--- src/sv/csp_pkg.sv ---
// Package with the shared types, character codes and helpers of the sentence parser.
`default_nettype none

package csp_pkg;

	localparam int unsigned MAX_PAYLOAD_DEF = 64;

	typedef enum logic [2:0] {
		PH_WAIT    = 3'd0,
		PH_REC     = 3'd1,
		PH_REC_END = 3'd2,
		PH_HEX1    = 3'd3,
		PH_HEX2    = 3'd4,
		PH_NL      = 3'd5
	} phase_t;

	typedef enum logic [2:0] {
		ST_WAITING = 3'd0,
		ST_GOOD    = 3'd1,
		ST_FAIL    = 3'd2,
		ST_COO     = 3'd3,
		ST_HIT     = 3'd4,
		ST_CHA     = 3'd5,
		ST_DET     = 3'd6
	} status_t;

	typedef struct packed {
		logic       ok;
		logic [3:0] val;
	} hex_t;

	localparam logic [7:0] CH_DOLLAR  = 8'h24;
	localparam logic [7:0] CH_STAR    = 8'h2A;
	localparam logic [7:0] CH_NEWLINE = 8'h0A;
	localparam logic [7:0] CH_COMMA   = 8'h2C;
	localparam logic [7:0] CH_NUL     = 8'h00;

	// Tag characters are packed with the first character in the low byte.
	localparam logic [23:0] TAG_COO = 24'h4F4F43;
	localparam logic [23:0] TAG_HIT = 24'h544948;
	localparam logic [23:0] TAG_CHA = 24'h414843;
	localparam logic [23:0] TAG_DET = 24'h544544;

	localparam logic [2:0] TOKEN_MAX = 3'd5;

	function automatic hex_t hex_value(input logic [7:0] c);
		hex_t h;
		h.ok  = 1'b1;
		h.val = 4'd0;
		if (c >= 8'h30 && c <= 8'h39) begin
			h.val = 4'(c - 8'h30);
		end else if (c >= 8'h61 && c <= 8'h66) begin
			h.val = 4'(c - 8'h57);
		end else if (c >= 8'h41 && c <= 8'h46) begin
			h.val = 4'(c - 8'h37);
		end else begin
			h.ok = 1'b0;
		end
		return h;
	endfunction

	function automatic logic is_digit(input logic [7:0] c);
		return (c >= 8'h30) && (c <= 8'h39);
	endfunction

endpackage

`default_nettype wire

--- src/sv/csp_rx_if.sv ---
// Channel interface that carries received bytes into the parser.
`default_nettype none

interface csp_rx_if;
	logic       valid;
	logic       ready;
	logic [7:0] rx_byte;

	modport source (output valid, output rx_byte, input ready);
	modport sink (input valid, input rx_byte, output ready);
endinterface

`default_nettype wire

--- src/sv/csp_result_if.sv ---
// Channel interface that carries parse results out of the parser.
`default_nettype none

interface csp_result_if;
	logic        valid;
	logic        ready;
	logic [2:0]  status;
	logic [15:0] value_first;
	logic [15:0] value_second;
	logic [15:0] value_third;

	modport source (output valid, output status, output value_first, output value_second,
		output value_third, input ready);
	modport sink (input valid, input status, input value_first, input value_second,
		input value_third, output ready);
endinterface

`default_nettype wire

--- src/sv/checksummed_sentence_parser_core.sv ---
// Top level of the checksummed sentence parser: byte-wise sentence state machine and result register.
`default_nettype none

// The parser takes one received byte per cycle and returns exactly one result per byte, which
// appears in the output register the cycle after the transfer; the rate of one byte per cycle is
// set by the single register stage that holds the sentence state and the result. A new byte is
// taken whenever the output register is empty or its result is taken in the same cycle.
// Sentences have the form $payload*hh followed by a newline; the result of the newline carries
// the sentence type and up to three decimal fields, and any fault is reported as a failure.
module checksummed_sentence_parser_core #(
	parameter int unsigned MAX_PAYLOAD = csp_pkg::MAX_PAYLOAD_DEF
) (
	input  wire            clk,
	input  wire            arst_n,
	csp_rx_if.sink         rx,
	csp_result_if.source   result
);

	localparam int unsigned CountW = $clog2(MAX_PAYLOAD + 1);

	csp_pkg::phase_t  phase_q, phase_d;
	logic [7:0]       xor_q, xor_d;
	logic [7:0]       rsum_q, rsum_d;
	logic [CountW-1:0] count_q, count_d;
	logic             ovf_q, ovf_d;
	logic [2:0]       tok_q, tok_d, tok_new;
	logic             intok_q, intok_d;
	logic             dstop_q, dstop_d, dstop_new;
	logic [23:0]      tag_q, tag_d;
	logic [1:0]       taglen_q, taglen_d;
	logic [15:0]      field_q [3];
	logic [15:0]      field_d [3];

	logic             out_valid_q;
	csp_pkg::status_t status_q, status_d;
	logic [15:0]      value_first_q, value_second_q, value_third_q;
	logic [15:0]      value_first_d, value_second_d, value_third_d;

	logic [7:0]       c;
	logic             accept;
	csp_pkg::hex_t    hex;
	logic [7:0]       rsum_full;

	assign c         = rx.rx_byte;
	assign rx.ready  = !out_valid_q || result.ready;
	assign accept    = rx.valid && rx.ready;
	assign hex       = csp_pkg::hex_value(c);
	assign rsum_full = rsum_q | {4'd0, hex.val};

	always_comb begin
		phase_d = csp_pkg::PH_WAIT;
		case (phase_q)
			csp_pkg::PH_REC: begin
				if (c == csp_pkg::CH_STAR) begin
					phase_d = csp_pkg::PH_HEX1;
				end else if (c == csp_pkg::CH_NUL) begin
					phase_d = csp_pkg::PH_REC_END;
				end else begin
					phase_d = csp_pkg::PH_REC;
				end
			end
			csp_pkg::PH_REC_END: begin
				phase_d = (c == csp_pkg::CH_STAR) ? csp_pkg::PH_HEX1 : csp_pkg::PH_REC_END;
			end
			csp_pkg::PH_HEX1: begin
				phase_d = hex.ok ? csp_pkg::PH_HEX2 : csp_pkg::PH_WAIT;
			end
			csp_pkg::PH_HEX2: begin
				if (hex.ok && !ovf_q && rsum_full == xor_q) begin
					phase_d = csp_pkg::PH_NL;
				end
			end
			csp_pkg::PH_NL: begin
				phase_d = csp_pkg::PH_WAIT;
			end
			default: begin
				if (c == csp_pkg::CH_DOLLAR) begin
					phase_d = csp_pkg::PH_REC;
				end
			end
		endcase
	end

	always_comb begin
		status_d       = csp_pkg::ST_GOOD;
		value_first_d  = 16'd0;
		value_second_d = 16'd0;
		value_third_d  = 16'd0;
		case (phase_q)
			csp_pkg::PH_REC, csp_pkg::PH_REC_END: begin
				status_d = csp_pkg::ST_GOOD;
			end
			csp_pkg::PH_HEX1: begin
				if (!hex.ok) begin
					status_d = csp_pkg::ST_FAIL;
				end
			end
			csp_pkg::PH_HEX2: begin
				if (!(hex.ok && !ovf_q && rsum_full == xor_q)) begin
					status_d = csp_pkg::ST_FAIL;
				end
			end
			csp_pkg::PH_NL: begin
				status_d = csp_pkg::ST_FAIL;
				if (c == csp_pkg::CH_NEWLINE && tok_q != 3'd0 && taglen_q == 2'd3) begin
					if (tag_q == csp_pkg::TAG_COO) begin
						status_d = csp_pkg::ST_COO;
					end else if (tag_q == csp_pkg::TAG_HIT) begin
						status_d = csp_pkg::ST_HIT;
					end else if (tag_q == csp_pkg::TAG_CHA) begin
						status_d = csp_pkg::ST_CHA;
					end else if (tag_q == csp_pkg::TAG_DET) begin
						status_d = csp_pkg::ST_DET;
					end
				end
				if (status_d != csp_pkg::ST_FAIL) begin
					value_first_d  = field_q[0];
					value_second_d = field_q[1];
					value_third_d  = (status_d == csp_pkg::ST_HIT) ? field_q[2] : 16'd0;
				end
			end
			default: begin
				status_d = (c == csp_pkg::CH_DOLLAR) ? csp_pkg::ST_GOOD : csp_pkg::ST_WAITING;
			end
		endcase
	end

	always_comb begin
		xor_d     = xor_q;
		rsum_d    = rsum_q;
		count_d   = count_q;
		ovf_d     = ovf_q;
		tok_d     = tok_q;
		intok_d   = intok_q;
		dstop_d   = dstop_q;
		tag_d     = tag_q;
		taglen_d  = taglen_q;
		field_d   = field_q;
		tok_new   = tok_q;
		dstop_new = dstop_q;
		case (phase_q)
			csp_pkg::PH_REC, csp_pkg::PH_REC_END: begin
				if (c != csp_pkg::CH_STAR) begin
					if (count_q < CountW'(MAX_PAYLOAD)) begin
						count_d = count_q + 1'b1;
					end else begin
						ovf_d = 1'b1;
					end
					if (phase_q == csp_pkg::PH_REC && c != csp_pkg::CH_NUL) begin
						xor_d = xor_q ^ c;
						if (c == csp_pkg::CH_COMMA) begin
							intok_d = 1'b0;
						end else begin
							if (!intok_q) begin
								intok_d   = 1'b1;
								dstop_new = 1'b0;
								if (tok_q < csp_pkg::TOKEN_MAX) begin
									tok_new = tok_q + 3'd1;
								end
							end
							tok_d = tok_new;
							if (tok_new == 3'd1 && taglen_q != 2'd3) begin
								case (taglen_q)
									2'd0: tag_d[7:0]   = c;
									2'd1: tag_d[15:8]  = c;
									default: tag_d[23:16] = c;
								endcase
								taglen_d = taglen_q + 2'd1;
							end
							for (int i = 0; i < 3; i++) begin
								if (tok_new == 3'(i + 2) && !dstop_new) begin
									if (csp_pkg::is_digit(c)) begin
										field_d[i] = (field_q[i] << 3) + (field_q[i] << 1)
											+ {12'd0, 4'(c - 8'h30)};
									end else begin
										dstop_new = 1'b1;
									end
								end
							end
							dstop_d = dstop_new;
						end
					end
				end
			end
			csp_pkg::PH_HEX1: begin
				if (hex.ok) begin
					rsum_d = {hex.val, 4'd0};
				end
			end
			csp_pkg::PH_HEX2: begin
				if (hex.ok) begin
					rsum_d = rsum_full;
				end
			end
			csp_pkg::PH_NL: begin
				rsum_d = rsum_q;
			end
			default: begin
				if (c == csp_pkg::CH_DOLLAR) begin
					xor_d    = 8'd0;
					rsum_d   = 8'd0;
					count_d  = '0;
					ovf_d    = 1'b0;
					tok_d    = 3'd0;
					intok_d  = 1'b0;
					dstop_d  = 1'b0;
					tag_d    = 24'd0;
					taglen_d = 2'd0;
					for (int i = 0; i < 3; i++) begin
						field_d[i] = 16'd0;
					end
				end
			end
		endcase
	end

	always_ff @(posedge clk or negedge arst_n) begin
		if (!arst_n) begin
			phase_q  <= csp_pkg::PH_WAIT;
			xor_q    <= 8'd0;
			rsum_q   <= 8'd0;
			count_q  <= '0;
			ovf_q    <= 1'b0;
			tok_q    <= 3'd0;
			intok_q  <= 1'b0;
			dstop_q  <= 1'b0;
			tag_q    <= 24'd0;
			taglen_q <= 2'd0;
			for (int i = 0; i < 3; i++) begin
				field_q[i] <= 16'd0;
			end
		end else if (accept) begin
			phase_q  <= phase_d;
			xor_q    <= xor_d;
			rsum_q   <= rsum_d;
			count_q  <= count_d;
			ovf_q    <= ovf_d;
			tok_q    <= tok_d;
			intok_q  <= intok_d;
			dstop_q  <= dstop_d;
			tag_q    <= tag_d;
			taglen_q <= taglen_d;
			field_q  <= field_d;
		end
	end

	always_ff @(posedge clk or negedge arst_n) begin
		if (!arst_n) begin
			out_valid_q <= 1'b0;
		end else if (accept) begin
			out_valid_q <= 1'b1;
		end else if (result.ready) begin
			out_valid_q <= 1'b0;
		end
	end

	always_ff @(posedge clk) begin
		if (accept) begin
			status_q       <= status_d;
			value_first_q  <= value_first_d;
			value_second_q <= value_second_d;
			value_third_q  <= value_third_d;
		end
	end

	assign result.valid        = out_valid_q;
	assign result.status       = status_q;
	assign result.value_first  = value_first_q;
	assign result.value_second = value_second_q;
	assign result.value_third  = value_third_q;

endmodule

`default_nettype wire

--- src/flat_wrapper.sv ---
// flat-port wrapper written by rule: the top's interface ports become plain ports
module checksummed_sentence_parser_core_flat 
#(
	parameter int unsigned MAX_PAYLOAD = csp_pkg::MAX_PAYLOAD_DEF
)
  (clk, arst_n, rx_valid, rx_rx_byte, rx_ready, result_valid, result_status, result_value_first, result_value_second, result_value_third, result_ready);
  csp_rx_if rx_i ();
  csp_result_if result_i ();
  input  wire clk;
  input  wire arst_n;
  input wire logic [$bits(rx_i.valid)-1:0] rx_valid;
  input wire logic [$bits(rx_i.rx_byte)-1:0] rx_rx_byte;
  output wire logic [$bits(rx_i.ready)-1:0] rx_ready;
  output wire logic [$bits(result_i.valid)-1:0] result_valid;
  output wire logic [$bits(result_i.status)-1:0] result_status;
  output wire logic [$bits(result_i.value_first)-1:0] result_value_first;
  output wire logic [$bits(result_i.value_second)-1:0] result_value_second;
  output wire logic [$bits(result_i.value_third)-1:0] result_value_third;
  input wire logic [$bits(result_i.ready)-1:0] result_ready;
  assign rx_i.valid = rx_valid;
  assign rx_i.rx_byte = rx_rx_byte;
  assign rx_ready = rx_i.ready;
  assign result_valid = result_i.valid;
  assign result_status = result_i.status;
  assign result_value_first = result_i.value_first;
  assign result_value_second = result_i.value_second;
  assign result_value_third = result_i.value_third;
  assign result_i.ready = result_ready;
  checksummed_sentence_parser_core #(.MAX_PAYLOAD(MAX_PAYLOAD)) u_core (.clk(clk), .arst_n(arst_n), .rx(rx_i), .result(result_i));
endmodule
--- config.mk ---
export PLATFORM = sky130hd
export DESIGN_NAME = checksummed_sentence_parser_core_flat
export DESIGN_NICKNAME = d
export VERILOG_FILES = /design/src/sv/csp_pkg.sv /design/src/sv/csp_rx_if.sv /design/src/sv/csp_result_if.sv /design/src/sv/checksummed_sentence_parser_core.sv /design/src/flat_wrapper.sv
export SDC_FILE = /design/constraint.sdc
export NUM_CORES = 1
export LEC_CHECK = 0
export BUFFER_PORTS_ARGS = -buffer_cell sky130_fd_sc_hd__buf_2
export CAP_MARGIN = 25
export CORE_MARGIN = 3
export CORE_UTILIZATION = 25
export CTS_CLUSTER_DIAMETER = 40
export DETAILED_ROUTE_END_ITERATION = 8
export PLACE_DENSITY = 0.39
export SLEW_MARGIN = 20
export SYNTH_ARGS = -nofsm -noshare
export SYNTH_HDL_FRONTEND = slang
export SYNTH_SLANG_ARGS = --single-unit
--- constraint.sdc ---
create_clock -name clk -period 5.84 [get_ports clk]
set_clock_uncertainty 0.05 [all_clocks]
set_input_delay 0.292 -clock clk [delete_from_list [all_inputs] [get_ports clk]]
set_output_delay 0.292 -clock clk [all_outputs]
set_load 0.1 [all_outputs]
==> results.py <==
metrics = {
    "global_routing": {
        "grt_use_total": 0.123,
        "grt_pass1_vias": 7119,
        "grt_pass1_wl_um": 39300,
        "antenna_found_initial": 1,
        "overflow": 0,
        "grt_max_degree": 58,
    },
    "setup_path": {
        "start_kind": "register",
        "critPathMaxFanout": 16,
        "rrSetupSlack_ns": 2.50,
        "critPathKind": "reg -> reg",
        "startpoint": "u_core.phase_q[2]",
        "required_ns": 6.11,
        "arrival_ns": 3.61,
        "worstReg2RegStart": "u_core.phase_q[2]",
        "endpoint_kind": "register",
    },
    "clock_tree": {
        "cts_root_buf": "clkbuf_16",
        "post_cts_resized": 0,
        "cts.path.max_buffers": 2,
        "cts_buffers": 17,
        "clk_pin_slew_worst_paths_ns": 0.07,
        "h-tree-depth": 4,
        "cts_tree": "built",
        "clkLatencyLatePin_ns": 0.44,
        "clock-sinks": 158,
    },
    "finish": {
        "layout_commonest_cell": "dfrtp_1",
        "nNetsFinal": 1070,
        "layout-drive-gt1-share": 0.129,
        "finalCoreUtilization": 0.297,
        "multiInputGateArea_um2": 4950,
        "diodes": 0,
        "most-common-layout-cells": "dfrtp_1, ha_1, nand2_1",
        "fillers": 3875,
        "layoutNonFillerInstCount": 1480,
        "area_delta_synth_final_pct": 16.1,
        "regArea_um2": 4210,
        "design_area_um2": 10900,
    },
    "drt": {
        "drc": 0,
        "drt-pass1-iter-count": 7,
        "wl_per_cell_um": 16.2,
        "via_per_inst": 4.57,
        "drtIter0Drc": 337,
        "vias": 6765,
        "drtAntennaViolNets": 0,
        "routed_wl_um": 23900,
    },
    "logic_synthesis": {
        "synth-edff-count": 51,
        "syn_area_um2": 9420,
        "ys_seq_elements": 158,
        "yosys.area.top_type": "dfrtp_1",
        "syn_nets": 1006,
        "synth_ff_type": "dfrtp_1",
        "synthCells": 899,
        "postSynth.asyncResetShare": 0.677,
        "yosys.area.top_type_share": 0.284,
        "syn_area_per_cell_um2": 10.5,
        "post_synth_num_cell_types": 72,
        "ys_warn_count": 0,
        "ys_top_cells_by_area": "dfrtp_1, edfxtp_1, ha_1, and2_1, nand2_1",
        "seq_area_frac_synth": 0.447,
    },
    "die": {
        "floorplan.initialDensity": 0.256,
        "die_area_um2": 40100,
        "ioPinCount": 65,
        "row_count": 70,
        "die_x_um": 200,
        "chipHeight_um": 200,
        "core_um2": 36900,
    },
    "power": {
        "power_density_nw_per_um2": 358,
        "power_leakage_nw": 4.95,
        "ir_worst_vdd_mv": 0.229,
    },
    "sta": {
        "hold_viol_final": 0,
        "setup_viol": 0,
        "fmax_mhz": 300,
        "layout_setup_ws_ns": 2.50,
        "finalSetupTns_ns": 0,
        "period_share": 0.571,
        "drv_slew": 0,
        "tightest_slew_ns": 1.04,
        "period_needed_ns": 3.34,
        "rsz0062_at_grt": "no",
        "relSlewSlack": 0.304,
    },
    "placement": {
        "placedCellCount": 1444,
        "placed_cell_area_um2": 10300,
        "io_buffers": 64,
        "gp_congestion": 0.787,
        "dp_slack_ns": 1.71,
        "dp_hpwl_um": 17100,
    },
    "flow_run": {
        "drv_cap": 0,
    },
    "worst_hold_path": {
        "min_path_type": "in -> reg",
        "hp-start": "result_ready",
    },
    "outcome": {
        "status": "completed",
    },
}
-- final timing paths --
| check | endpoint | cells after the start |
|---|---|---|
| setup / recovery | u_core.field_q[37] | 7 |
| hold / removal | u_core.result.valid | 3 |
| setup reg to reg | u_core.field_q[37] | 7 |
| hold reg to reg | u_core.field_q[15] | 2 |
| max in group asynchronous | u_core.field_q[37] | 3 |
| min in group asynchronous | u_core.xor_q[6] | 2 |
-- area by class of cell --
| class | count | area share |
|---|---|---|
| multi-input combinational | 674 | 0.452 |
| inverter | 37 | 0.0127 |
| clock buffer | 17 | 0.0389 |
| sequential | 158 | 0.385 |
| clock inverter | 15 | 0.0149 |
| tap | 504 | 0.0577 |
| timing repair buffer | 75 | 0.0386 |
-- sequential cells by signal, summed over array words and instances (netlist names) --
| register | flops |
|---|---|
| u_core.xor_q | 8 |
| u_core.rsum_q | 8 |
| u_core.result.value_first | 16 |
| u_core.tok_q | 3 |
| u_core.phase_q | 3 |
| u_core.result.value_second | 16 |
| u_core.dstop_q | 1 |
| u_core.tag_q | 24 |
| u_core.intok_q | 1 |
| u_core.ovf_q | 1 |
| u_core.result.value_third | 16 |
| u_core.field_q | 48 |
| u_core.taglen_q | 2 |
| u_core.result.status | 3 |
| u_core.result.valid | 1 |
| u_core.count_q | 7 |
-- through the flow --
stage	hold WS, ns	total power [mW]
5_1_grt	0.119	4.21
4_1_cts	0.0710	3.97
3_3_place_gp	0.394	2.79
3_5_place_dp	0.389	2.78
2_1_floorplan	-0.0536	2.45
6_report	0.0930	3.91
-- synth_stat cells, drive strengths merged (3+ instances only) --
cell type,n
dfrtp,107
ha,89
nand2,88
and2,58
nor2,57
edfxtp,51
o21ai,46
inv,37
a21oi,34
mux2,26
xnor2,25
xor2,25
o31ai,23
clkbuf,19
nor3,17
nand3,15
nand2b,12
buf,11
o41ai,11
a22o,10
o21a,9
a211oi,8
a21o,8
a31oi,8
nand4,8
nor2b,8
nor4,7
and3,6
fa,6
or3,6
o21bai,5
or2,5
a22oi,4
o22ai,4
or4b,4
a211o,3
a32o,3
and4,3
mux2i,3
nor3b,3
o2bb2ai,3
or4,3
-- power breakdown --
part | internal [mW] | leakage [nW] | switching, mW
registers | 1.34 | 1.96 | 0.195
clock network | 0.636 | 0.276 | 0.516
logic | 0.457 | 2.72 | 0.769
total | 2.43 | 4.95 | 1.48
-- timing repair --
item,CTS,global route
hold buffers,2,0
buffers inserted,0,0
hold endpoints to repair,56,0
-- critical path, cell delays in order, from the launching register on --
cell       delay (ns)
dfrtp_1          0.61
nor2b_1          0.14
nand2_1          0.24
o2111ai_1        0.35
nor3_4           0.69
nand2b_1         0.47
buf_6            0.29
o41ai_1          0.36
-- per-layer routing --
layer  track usage  vias to the layer above  wire length, um
met5             0                        -                0
met4        0.0359                        0              326
met3        0.0271                       22              797
met2         0.197                      108            10800
met1         0.166                     3243            12000
li1              -                     3392                -
-- logic make-up after synthesis --
kind of cell,count (synthesis),synth area share
DFF,158,0.447
AOI/OAI and AO/OA,190,0.137
xor gates and xnor gates,50,0.0465
and+or+nand+nor,309,0.174
adders and majority gates,96,0.132
muxes,29,0.0343
buffers and inverters,67,0.0296
No activity file was read; power rests on OpenSTA's default activity.
